[src/design/pgpb_pkg.sv]
// page permission bitmap: shared package
// holds opcodes, entry layout and the controller/datapath command and status structs
// no dependencies
`default_nettype none

package pgpb_pkg;

	localparam int ENTRY_W = 4;
	localparam int OPCODE_W = 2;
	localparam int PROT_W = 3;
	localparam int SEL_W = 2;
	localparam int START_W = 24;
	localparam int LENGTH_W = 25;

	localparam logic [OPCODE_W-1:0] OP_SET = 2'd0;
	localparam logic [OPCODE_W-1:0] OP_QUERY = 2'd1;
	localparam logic [OPCODE_W-1:0] OP_GRANT = 2'd2;
	localparam logic [OPCODE_W-1:0] OP_REVOKE = 2'd3;

	localparam logic STATUS_DONE = 1'b0;
	localparam logic STATUS_RANGE_ERR = 1'b1;

	// commands from controller to datapath
	typedef struct packed {
		logic clear_step;
		logic load;
		logic rd;
		logic walk;
		logic out_load;
	} pgpb_cmd_t;

	// status from datapath to controller
	typedef struct packed {
		logic clear_last;
		logic walk_last;
		logic is_query;
		logic skip;
	} pgpb_stat_t;

endpackage

`default_nettype wire

[src/design/pgpb_ctrl.sv]
// page permission bitmap: controller state machine
// sequences the clearing pass, range walk, query and result handoff
// depends on pgpb_pkg
`default_nettype none

module pgpb_ctrl import pgpb_pkg::*; (
	input  wire logic       clk,
	input  wire logic       arst_n,
	input  wire logic       in_valid,
	output logic            in_ready,
	output logic            out_valid,
	input  wire logic       out_ready,
	input  wire pgpb_stat_t stat,
	output pgpb_cmd_t       cmd
);

	localparam logic [2:0] ST_CLEAR  = 3'd0;
	localparam logic [2:0] ST_IDLE   = 3'd1;
	localparam logic [2:0] ST_CHECK  = 3'd2;
	localparam logic [2:0] ST_WALK   = 3'd3;
	localparam logic [2:0] ST_FINISH = 3'd4;

	logic [2:0] state_q;
	logic [2:0] state_d;
	logic       out_valid_q;

	// next state and commands
	always_comb begin
		state_d = state_q;
		cmd = '0;
		in_ready = 1'b0;
		case (state_q)
			ST_CLEAR: begin
				cmd.clear_step = 1'b1;
				if (stat.clear_last) begin
					state_d = ST_IDLE;
				end
			end
			ST_IDLE: begin
				in_ready = 1'b1;
				if (in_valid) begin
					cmd.load = 1'b1;
					state_d = ST_CHECK;
				end
			end
			ST_CHECK: begin
				if (stat.is_query) begin
					cmd.rd = 1'b1;
					state_d = ST_FINISH;
				end else if (stat.skip) begin
					state_d = ST_FINISH;
				end else begin
					state_d = ST_WALK;
				end
			end
			ST_WALK: begin
				cmd.rd = 1'b1;
				cmd.walk = 1'b1;
				if (stat.walk_last) begin
					state_d = ST_FINISH;
				end
			end
			ST_FINISH: begin
				if (!out_valid_q || out_ready) begin
					cmd.out_load = 1'b1;
					state_d = ST_IDLE;
				end
			end
			default: begin
				state_d = ST_IDLE;
			end
		endcase
	end

	// state and result valid
	always_ff @(posedge clk or negedge arst_n) begin
		if (!arst_n) begin
			state_q <= ST_CLEAR;
			out_valid_q <= 1'b0;
		end else begin
			state_q <= state_d;
			if (cmd.out_load) begin
				out_valid_q <= 1'b1;
			end else if (out_ready) begin
				out_valid_q <= 1'b0;
			end
		end
	end

	assign out_valid = out_valid_q;

endmodule

`default_nettype wire

[config.mk]
export PLATFORM = sky130hd
export DESIGN_NAME = pgpb_ctrl
export DESIGN_NICKNAME = d
export VERILOG_FILES = /design/src/design/pgpb_pkg.sv /design/src/design/pgpb_ctrl.sv
export SDC_FILE = /design/constraint.sdc
export NUM_CORES = 1
export LEC_CHECK = 0
export BUFFER_PORTS_ARGS = -buffer_cell sky130_fd_sc_hd__buf_2
export CORE_AREA = 5 5 42 44
export DETAILED_ROUTE_END_ITERATION = 8
export DIE_AREA = 0 0 47 49
export PLACE_DENSITY = 0.5
export SYNTH_ARGS = -nofsm -noshare
export SYNTH_HDL_FRONTEND = slang
export SYNTH_SLANG_ARGS = --single-unit
[constraint.sdc]
create_clock -name clk -period 1.3 [get_ports clk]
set_clock_uncertainty 0.1 [all_clocks]
set_input_delay 0.195 -clock clk [delete_from_list [all_inputs] [get_ports clk]]
set_output_delay 0.195 -clock clk [all_outputs]
set_load 0.01 [all_outputs]
==> impl_results.md, run 1 <==
* Top layer in use: met4
* CP arrival at 1.15 ns
* Placement Cell Area at 365.4 sq um
* Grt total ovfl at 0
* Mapped Area at 265.3 sq um
* Slowest cell on crit path: dfrtp_1
* Final instance area at 481.7 sq um
* CTS Buffer Depth at 2
* Post-synth top area cell: dfrtp_1
* #FFs+latches synth at 4
* # DRC at 0
* Rows at 14
* Kind of cell adding the most delay to the critical path: flip-flops
* Measured slew at the worst slew-check pin at 0.2583 ns
* Leak Pwr at 0.2431 nW
* TritonCTS Sinks at 4
* Worst-path clk slew at 0.04 ns
* Vias at 309
* Net Count, Synth at 40
* Critical path type: flop to output pin
* Most common cell in the netlist: nor2_1
* Syn Inst Count at 32
* Initial antenna violation count at 0
* CTS buffer count at 3
* CP startpoint kind: flop
* Synth async-reset ratio at 1.000
* CP max stage delay at 0.41 ns
* Met2 WL post-DR at 359 microns
* IO Port Bufs at 14
* Hold Path Origin: stat[0]
* Drt pass-1 iters at 2
* Post-Route WL at 761 microns
* Failing checks: negative setup slack
* Worst skew pair latency at 0.25 ns
* CP Launch Point: state_q[2]
* Post-route ant nets at 0
* Slew headroom at 0.8273
* CP required at 1.00 ns
* Hold Fails Final Rpt at 0
* Reg2Reg Setup Slack at 0 ns
* Die Height at 49 microns
* Dpl hpwl at 563.1 microns
* Routed length on met3 at 79 microns
* CP Capture Type: output pin
* Fin worst setup slack at -0.1405 ns
* Wire length on met1 at 304 microns
* Final setup viols at 6
* Worst min path class: input port to flop
* Tot GR Track Use at 0.07904
* Worst r2r path cells at 4
* CP cell instances: nand2b_4, nor2_4, and2_4, buf_6
* Initial drt markers at 1
* RSZ-0062 raised after global routing: yes
* Post-synth top cells: nor2_1, dfrtp_1
* Fmax at 694.2 MHz
* Util after Layout at 0.3438
* Vias in the first global route at 293
* Largest net degree at the start of global routing at 8
* Hold Crit Depth at 4
* Mean post-synth cell area at 8.289 sq um
* Primary FF master, synth: dfrtp_1
* Antenna diode count at 0
* Status: finished, violations left
* Area contributors post-synth: dfrtp_1, nor2_1, mux2i_1
* Maximum VDD drop at 0.8121 mV
* Max_cap viols at 0
* Tmin final at 1.440 ns
* Dpl ws at 0.07141 ns
* Drt via density at 4.292
* Share of layout cells above drive strength 1 at 0.6071
* Pwr Total at 1.148 mW
* Power density cells at 2382 nW/um^2
* Fin crit share at 1.108
* Core area at 1401 sq um
* End of the worst register-to-register path: state_q[0]
* Pins Over Slew Limit at 0
* Launch point of the worst reg-to-reg path: state_q[2]
* Wirelength per Cell at 10.57 microns
* CP max FO at 3
* Yosys cell types at 19
* Layout area overhead at 81.60%
* EDFF count, synth at 0
* Ys Warns at 0
* Global placement routability congestion at 0.6765
* H-Tree Level Count at 1
* Root buffer cell: clkbuf_4
* Post-synth top area share at 0.3774
* Hold EP: state_q[1]
* CTS tree: done
* Number of I/O pins at 15
* Initial Util at 0.1893
* Seq/Total Area, Yosys at 0.3774
* Die area at 2303 sq um
* First-pass GRT wire length at 1.235 mm
* Layout Nets at 66
* WP buf/inv at 1
* Chip width at 47 microns
## per-layer routing
layer  global-route usage  vias up
li1                     -      162
met1              0.08186      135
met2               0.1063       10
met3              0.05904        2
met4              0.05530        0
met5                    0        -
## sequential cells by signal (all words and copies together) (netlist names)
signal     flops
out_valid      1
state_q        3
## worst max path at each step
stage / end / depth (start not counted)
floorplan: cmd[3] / 3
global placement: state_q[0] / 3
detailed placement: cmd[3] / 4
CTS: cmd[3] / 4
global route: cmd[4] / 3
finish: cmd[3] / 4
## power by group
group          leakage (nW)  internal [mW]  switching, mW
Sequential           0.0488          0.183         0.0856
Combinational         0.180          0.411          0.305
Clock                0.0138          0.104         0.0589
## cell families (layout without fill, tap and decap cells)
kind of cell,Yosys count,after routing,synth area share
buf+inv,2,26,0.03299
mux,2,2,0.07547
simple gates,18,18,0.3679
compound gates,6,6,0.1462
flops,4,4,0.3774
## through the flow
step / setup TNS [ns] / cells / hold slack [ns]
floorplan: 0 / 32 / -0.2006
global placement: 0 / 63 / -0.09677
detailed placement: 0 / 63 / -0.09563
CTS: -0.6996 / 71 / 0.1466
global route: -1.096 / 72 / 0.1470
finish: -0.6964 / 72 / 0.1419
## cell type report
cell class	instances	area, sq um
Fill cell	164	919.6
Clock buffer	3	22.52
Inverter	1	3.754
Multi-Input combinational cell	26	183.9
Tap cell	16	20.02
Timing Repair Buffer	22	148.9
Sequential cell	4	102.6
## worst register-to-register path: stages, from the launching register on
cell and delay (ns):
dfrtp_1 0.41, buf_6 0.13, nand2b_4 0.14, o32ai_1 0.29
a21oi_1 0.09
## placed cells by master (no fill, tap or decap)
cell,instances
a21oi_1,2
and2_4,1
and3_1,1
buf_2,12
buf_4,6
buf_6,3
clkbuf_4,3
dfrtp_1,2
dfrtp_2,2
dlygate4sd3_1,1
inv_1,1
mux2i_1,2
nand2_1,2
nand2b_1,1
nand2b_4,2
nand3_1,1
nor2_1,3
nor2_2,2
nor2_4,1
nor2b_1,2
nor3_2,1
o21ai_0,1
o21ai_2,1
o22ai_1,1
o32ai_1,1
or3_1,1
## what timing repair did
action,4_1_cts,5_1_grt
endpoints found under the setup margin,6,7
hold buffers,1,0
gates cloned,0,0
setup buffers,4,1
pin swaps,3,1
gates resized for setup,6,6
endpoints found under the hold margin,4,0
(Power assumes the default switching activity.)
==> run 2: changes to the inputs <==
--- a/config.mk
+++ b/config.mk
@@ -9,7 +9,6 @@
 export CORE_AREA = 5 5 42 44
 export DETAILED_ROUTE_END_ITERATION = 8
 export DIE_AREA = 0 0 47 49
-export PLACE_DENSITY = 0.5
 export SYNTH_ARGS = -nofsm -noshare
 export SYNTH_HDL_FRONTEND = slang
 export SYNTH_SLANG_ARGS = --single-unit
==> run 2 against run 1 <==
Compared with the run above: the run still ends with negative setup slack left; register-to-register slack improved by 0.03 ns; wire length rose by 0.66%; non-clock buffer count decreased by 1; sequential cell count unchanged; first-iteration DRC count grew to 6.0 times the previous value; setup slack worse by 0.0027 ns; sequential share of layout area shrank 0.055 points; hold slack improved by 0.032 ns; cell count is 1.4% lower; cell area increased by 0.26%; core utilization rose by 0.089 points.
==> impl_results.md, run 2 (synthesis gave the netlist of run 1 again) <==
* Status: finished, violations left (unchanged)
* Failing checks: negative setup slack (unchanged)
* Dpl hpwl at 547.8 microns (was 563.1 microns)
* Hold Crit Depth at 4 (unchanged)
* Rows at 14 (unchanged)
* Number of I/O pins at 15 (unchanged)
* Setup_tns at -0.6252 ns (was -0.6964 ns)
* CP max FO at 4 (was 3)
* Leak Pwr at 0.2391 nW (was 0.2431 nW)
* Tot GR Track Use at 0.07627 (was 0.07904)
* H-Tree Level Count at 1 (unchanged)
* Maximum VDD drop at 0.9175 mV (was 0.8121 mV)
* Vias in the first global route at 319 (was 293)
* Most flops, register: state_q (unchanged)
* GR Util met1 at 0.09313 (was 0.08186)
* Final setup viols at 6 (unchanged)
* CTS buffer count at 3 (unchanged)
* Critical path type: flop to output pin (unchanged)
* Root buffer cell: clkbuf_4 (unchanged)
* Worst-path clk slew at 0.04 ns (about the same)
* Drt via density at 4.352 (was 4.292)
* Gr busiest metal: met2 (unchanged)
* Initial drt markers at 6 (was 1)
* TritonCTS Sinks at 4 (unchanged)
* WP buf/inv at 2 (was 1)
* Max reg flops at 3 (unchanged)
* Layout area overhead at 82.08% (was 81.60%)
* CP Capture Type: output pin (unchanged)
* CP max stage delay at 0.41 ns (about the same)
* Global placement routability congestion at 0.7513 (was 0.6765)
* Pins Over Slew Limit at 0 (unchanged)
* Commonest non-fill, non-tap cells in the layout: buf_2, buf_4, nor2_1, clkbuf_4 (was buf_2, buf_4, nor2_1, clkbuf_4, buf_6)
* Hold Fails Final Rpt at 0 (unchanged)
* Die Height at 49 microns (unchanged)
* Fin crit share at 1.110 (was 1.108)
* Post-route ant nets at 0 (unchanged)
* Non-Filler Instances at 71 (was 72)
* Most common cell after layout, fill and taps aside: buf_2 (unchanged)
* RSZ-0062 raised after global routing: yes (unchanged)
* Tmin final at 1.443 ns (was 1.440 ns)
* Levels on crit path at 4 (unchanged)
* Wirelength per Cell at 10.79 microns (was 10.57 microns)
* Worst skew pair latency at 0.23 ns (was 0.25 ns)
* Drt pass-1 iters at 4 (was 2)
* Die area at 2303 sq um (unchanged)
* Largest net degree at the start of global routing at 9 (was 8)
* Pwr Total at 1.109 mW (was 1.148 mW)
* Fmax at 692.9 MHz (was 694.2 MHz)
* Worst r2r path cells at 4 (unchanged)
* Vias at 309 (unchanged)
* CTS tree: done (unchanged)
* CP arrival at 1.15 ns (about the same)
* CTS Buffer Depth at 2 (unchanged)
* Initial antenna violation count at 0 (unchanged)
* DP Cell Count at 63 (unchanged)
* Slowest cell on crit path: dfrtp_1 (unchanged)
* # DRC at 0 (unchanged)
* Initial Util at 0.1893 (unchanged)
* Power density cells at 2297 nW/um^2 (was 2382 nW/um^2)
* Grt total ovfl at 0 (unchanged)
* CP cell instances: buf_6, nand2b_4, nor2_1, buf_2 (was nand2b_4, nor2_4, and2_4, buf_6)
* Worst min path class: input port to flop (unchanged)
* Fin worst setup slack at -0.1432 ns (was -0.1405 ns)
* Grt met2 use at 0.1018 (was 0.1063)
* IO Port Bufs at 14 (unchanged)
* Antenna diode count at 0 (unchanged)
* Slew headroom at 0.8478 (was 0.8273)
* Measured slew at the worst slew-check pin at 0.2277 ns (was 0.2583 ns)
* Hold slack at 0.1740 ns (was 0.1419 ns)
* Met3 GRT Util at 0.04428 (was 0.05904)
* Filler cell count at 159 (was 164)
* First-pass GRT wire length at 1.242 mm (was 1.235 mm)
* Share of layout cells above drive strength 1 at 0.5818 (was 0.6071)
* CP required at 1.00 ns (about the same)
* Post-Route WL at 766 microns (was 761 microns)
* Kind of cell adding the most delay to the critical path: flip-flops (unchanged)
* Max_cap viols at 0 (unchanged)
* Chip width at 47 microns (unchanged)
* CP startpoint kind: flop (unchanged)
* Core area at 1401 sq um (unchanged)
* Layout Nets at 65 (was 66)
## run 2: metal layers
layer	wire, microns	vias to the layer above
met5	0	-
met4	0	0
met3	55	0
met2	358	13
met1	352	141
li1	-	155
## run 2: final timing paths
| check | slack (ns) | from | to |
|---|---|---|---|
| hold / removal | 0.17 | stat[0] | state_q[1] |
| setup / recovery | -0.14 | state_q[2] | cmd[1] |
| max in group asynchronous | 0.77 | arst_n | state_q[1] |
| setup reg to reg | 0.03 | state_q[2] | state_q[0] |
| min in group asynchronous | 0.20 | arst_n | out_valid |
| hold reg to reg | 0.45 | out_valid | out_valid |
## run 2: stage by stage
stage,setup slack [ns],utilization,area [sq um]
after floorplan,0.03022,-,265.3
after global placement,0.08134,0.2607,365.4
after detailed placement,0.07587,0.2607,365.4
after CTS,-0.1369,0.3036,425.4
after global routing,-0.2045,0.3446,483.0
final,-0.1432,0.3446,483.0
## run 2: worst min-delay path: stages
cell and delay (ns):
buf_2 0.09, nor2_1 0.04, nand3_1 0.08, a21oi_1 0.07
## run 2: power breakdown
| group | internal (mW) | switching [mW] |
|---|---|---|
| combinational | 0.381 | 0.294 |
| clock | 0.103 | 0.0486 |
| sequential | 0.183 | 0.0990 |
| total | 0.667 | 0.442 |
## run 2: what timing repair did
action | 4_1_cts | 5_1_grt
buffers inserted | 2 | 2
pin swaps | 2 | 3
cloned | 0 | 0
hold endpoints to repair | 4 | 0
endpoints found under the setup margin | 6 | 7
resized for setup | 4 | 7
hold buffers | 1 | 0
## run 2: layout make-up
cell class	count	area, sq um	share of cell area
clock buffers	3	22.52	0.04663
repair buffers	21	147.6	0.3057
well taps	16	20.02	0.04145
flip-flops and latches	4	102.6	0.2124
multi-input cells	26	186.4	0.3860
inverters	1	3.754	0.007772
==> run 3: changes to the inputs <==
--- a/config.mk
+++ b/config.mk
@@ -5,10 +5,12 @@
 export SDC_FILE = /design/constraint.sdc
 export NUM_CORES = 1
 export LEC_CHECK = 0
-export BUFFER_PORTS_ARGS = -buffer_cell sky130_fd_sc_hd__buf_2
+export ABC_AREA = 1
+export BUFFER_PORTS_ARGS = -buffer_cell sky130_fd_sc_hd__buf_4
 export CORE_AREA = 5 5 42 44
 export DETAILED_ROUTE_END_ITERATION = 8
 export DIE_AREA = 0 0 47 49
+export GPL_ROUTABILITY_DRIVEN = 0
 export SYNTH_ARGS = -nofsm -noshare
 export SYNTH_HDL_FRONTEND = slang
 export SYNTH_SLANG_ARGS = --single-unit
==> run 3 against run 2 <==
Compared with the run above: the run still ends with negative setup slack left; sequential cell count stayed put; core utilization up 5.8 points; via count is 22% higher; cell area is 17% higher; critical path depth is the same; synthesized area rose by 6.6%; sequential share of layout area decreased by 3.1 points; die area unchanged; highest routed layer is now met4.
==> impl_results.md, run 3 <==
* Post-Route WL at 903 microns (was 766 microns)
* Most flops, register: state_q (unchanged)
* Failing checks: negative setup slack (unchanged)
* Die area at 2303 sq um (unchanged)
* Max reg flops at 3 (unchanged)
* Core area at 1401 sq um (unchanged)
* Maximum VDD drop at 0.6493 mV (was 0.9175 mV)
* Mux cell area share after synthesis at 0 (was 0.07547)
* Synth Area in Simple Gates at 0.4336 (was 0.3679)
* CP max FO at 4 (unchanged)
* Tmin final at 1.386 ns (was 1.443 ns)
* Largest family of logic cells by synthesized area: simple AND/OR/NAND/NOR gates (unchanged)
* Fin crit share at 1.066 (was 1.110)
* Synth async-reset ratio at 1.000 (unchanged)
* Share of layout cells above drive strength 1 at 0.5600 (was 0.5818)
* Root buffer cell: clkbuf_4 (unchanged)
* Pins Over Slew Limit at 0 (unchanged)
* Synth Area in Adders at 0 (unchanged)
* Post-synth top area cell: dfrtp_1 (unchanged)
* IO Port Bufs at 14 (unchanged)
* H-Tree Level Count at 1 (unchanged)
* Fin worst setup slack at -0.08642 ns (was -0.1432 ns)
* Launch point of the worst reg-to-reg path: state_q[0] (was state_q[2])
* Vias at 376 (was 309)
* Fmax at 721.3 MHz (was 692.9 MHz)
* Worst min path class: input port to flop (unchanged)
* Net Count, Synth at 57 (was 40)
* Area contributors post-synth: dfrtp_1, inv_1, nand2_1 (was dfrtp_1, nor2_1, mux2i_1)
* Max_cap viols at 0 (unchanged)
* CP Launch Point: state_q[2] (unchanged)
* CP arrival at 1.09 ns (was 1.15 ns)
* Hold Crit Depth at 4 (unchanged)
* Reg2Reg Setup Slack at 0.01 ns (was 0.03 ns)
* CTS Buffer Depth at 2 (unchanged)
* DP Cell Count at 79 (was 63)
* Drt via density at 4.132 (was 4.352)
* CTS tree: done (unchanged)
* Yosys cell types at 9 (was 19)
* Layout Nets at 85 (was 65)
* Wirelength per Cell at 9.923 microns (was 10.79 microns)
* Post-synth top area share at 0.3540 (was 0.3774)
* Worst-path clk slew at 0.04 ns (about the same)
* CP startpoint kind: flop (unchanged)
* Hold slack at 0.1421 ns (was 0.1740 ns)
* Number of I/O pins at 15 (unchanged)
* Post-synth top cells: inv_1, nand2_1, nor2_1 (was nor2_1, dfrtp_1)
* Non-Filler Instances at 91 (was 71)
* CTS buffer count at 3 (unchanged)
* Largest net degree at the start of global routing at 6 (was 9)
* Hold Path Origin: stat[2] (was stat[0])
* Mapped Area at 282.8 sq um (was 265.3 sq um)
* Most common cell after layout, fill and taps aside: buf_4 (was buf_2)
* EDFF count, synth at 0 (unchanged)
* Rows at 14 (unchanged)
* Slew headroom at 0.8804 (was 0.8478)
* Die Height at 49 microns (unchanged)
* Measured slew at the worst slew-check pin at 0.1794 ns (was 0.2277 ns)
* Commonest non-fill, non-tap cells in the layout: buf_4, nand2_1, inv_1, nor2_1 (was buf_2, buf_4, nor2_1, clkbuf_4)
* Hold Fails Final Rpt at 0 (unchanged)
* Dpl hpwl at 621.5 microns (was 547.8 microns)
* Worst skew pair latency at 0.23 ns (about the same)
* Compound-gate portion of the synthesized area at 0.05310 (was 0.1462)
* Chip width at 47 microns (unchanged)
* Critical path type: flop to output pin (unchanged)
* TritonCTS Sinks at 4 (unchanged)
* Mean post-synth cell area at 5.771 sq um (was 8.289 sq um)
* Vias in the first global route at 353 (was 319)
* # DRC at 0 (unchanged)
* Layout area overhead at 99.56% (was 82.08%)
* First-pass GRT wire length at 1.311 mm (was 1.242 mm)
* #FFs+latches synth at 4 (unchanged)
* CP Capture Type: output pin (unchanged)
* Drt pass-1 iters at 3 (was 4)
* Worst r2r path cells at 8 (was 4)
* Grt total ovfl at 0 (unchanged)
* CP required at 1.00 ns (about the same)
* End of the worst register-to-register path: state_q[1] (was state_q[0])
* Initial Util at 0.2018 (was 0.1893)
* Initial antenna violation count at 0 (unchanged)
* RSZ-0062 raised after global routing: yes (unchanged)
* Power density cells at 2393 nW/um^2 (was 2297 nW/um^2)
* Seq/Total Area, Yosys at 0.3540 (was 0.3774)
* Leak Pwr at 0.3265 nW (was 0.2391 nW)
* Final setup viols at 6 (unchanged)
* Hold EP: state_q[1] (unchanged)
* Post-Synth XOR/XNOR Area at 0 (unchanged)
* Tot GR Track Use at 0.08121 (was 0.07627)
* Post-route ant nets at 0 (unchanged)
* Syn Inst Count at 49 (was 32)
* Primary FF master, synth: dfrtp_1 (unchanged)
* Initial drt markers at 2 (was 6)
* Ys Warns at 0 (unchanged)
* Antenna diode count at 0 (unchanged)
* Filler cell count at 144 (was 159)
* Status: finished, violations left (unchanged)
==> run 3: cell types whose count changed in the layout (fill, tap and decap cells not counted), sizes merged, moves of 3 or more <==
cell    before  now
nand2        2   13
nand2b       3    0
inv          1   12
nor2         6   13
nand3        1    4
==> run 3: what timing repair did <==
item	in CTS	in global routing
buffers inserted	6	2
gates resized for setup	6	16
hold endpoints to repair	4	0
pin swaps	1	4
gates cloned	0	0
hold buffers	1	0
endpoints found under the setup margin	6	9
==> run 3: worst max path at each step <==
| stage | endpoint | depth (start not counted) |
|---|---|---|
| 2_1_floorplan | state_q[2] | 7 |
| 3_3_place_gp | state_q[2] | 6 |
| 3_5_place_dp | state_q[1] | 6 |
| 4_1_cts | cmd[0] | 4 |
| 5_1_grt | cmd[0] | 4 |
| 6_report | cmd[3] | 4 |
==> run 3: cells by family after synthesis <==
family	after synthesis
DFF	4
and+or+nand+nor	30
buffers and inverters	12
AOI/OAI and AO/OA	3
==> run 3: through the flow <==
| stage | cell area [sq um] | total power [mW] | setup WS, ns | utilization | setup TNS [ns] |
|---|---|---|---|---|---|
| finish | 564.3 | 1.350 | -0.08642 | 0.4027 | -0.3463 |
| global route | 564.3 | 1.484 | -0.1637 | 0.4027 | -0.9777 |
| CTS | 499.2 | 1.162 | -0.07711 | 0.3563 | -0.2331 |
| detailed placement | 407.9 | 0.8315 | 0.05461 | 0.2911 | 0 |
| global placement | 407.9 | 0.8157 | 0.06276 | 0.2911 | 0 |
| floorplan | 282.8 | 0.5878 | 0.1929 | - | 0 |
==> run 3: per-layer routing <==
| metal | vias to the layer above | global-route usage | wire (microns) |
|---|---|---|---|
| met4 | 0 | 0.08295 | 8 |
| li1 | 198 | - | - |
| met5 | - | 0 | 0 |
| met2 | 10 | 0.1222 | 498 |
| met1 | 166 | 0.08869 | 327 |
| met3 | 2 | 0.01107 | 69 |
==> run 3: final cells by class <==
type,count,area [sq um],area share
Clock buffer,3,22.52,0.03991
Tap cell,16,20.02,0.03548
Sequential cell,4,102.6,0.1818
Inverter,12,45.04,0.07982
Multi-Input combinational cell,33,195.2,0.3459
Timing Repair Buffer,23,178.9,0.3171
==> run 3: power breakdown <==
part	switching, mW	internal (mW)
Combinational	0.456	0.469
Clock	0.0477	0.103
Sequential	0.0829	0.192
==> run 3: worst max-delay path, cell delays in order (launching register included) <==
cell	delay [ns]
dfrtp_1	0.42
inv_2	0.12
nand3_4	0.09
nor2_2	0.11
buf_4	0.12
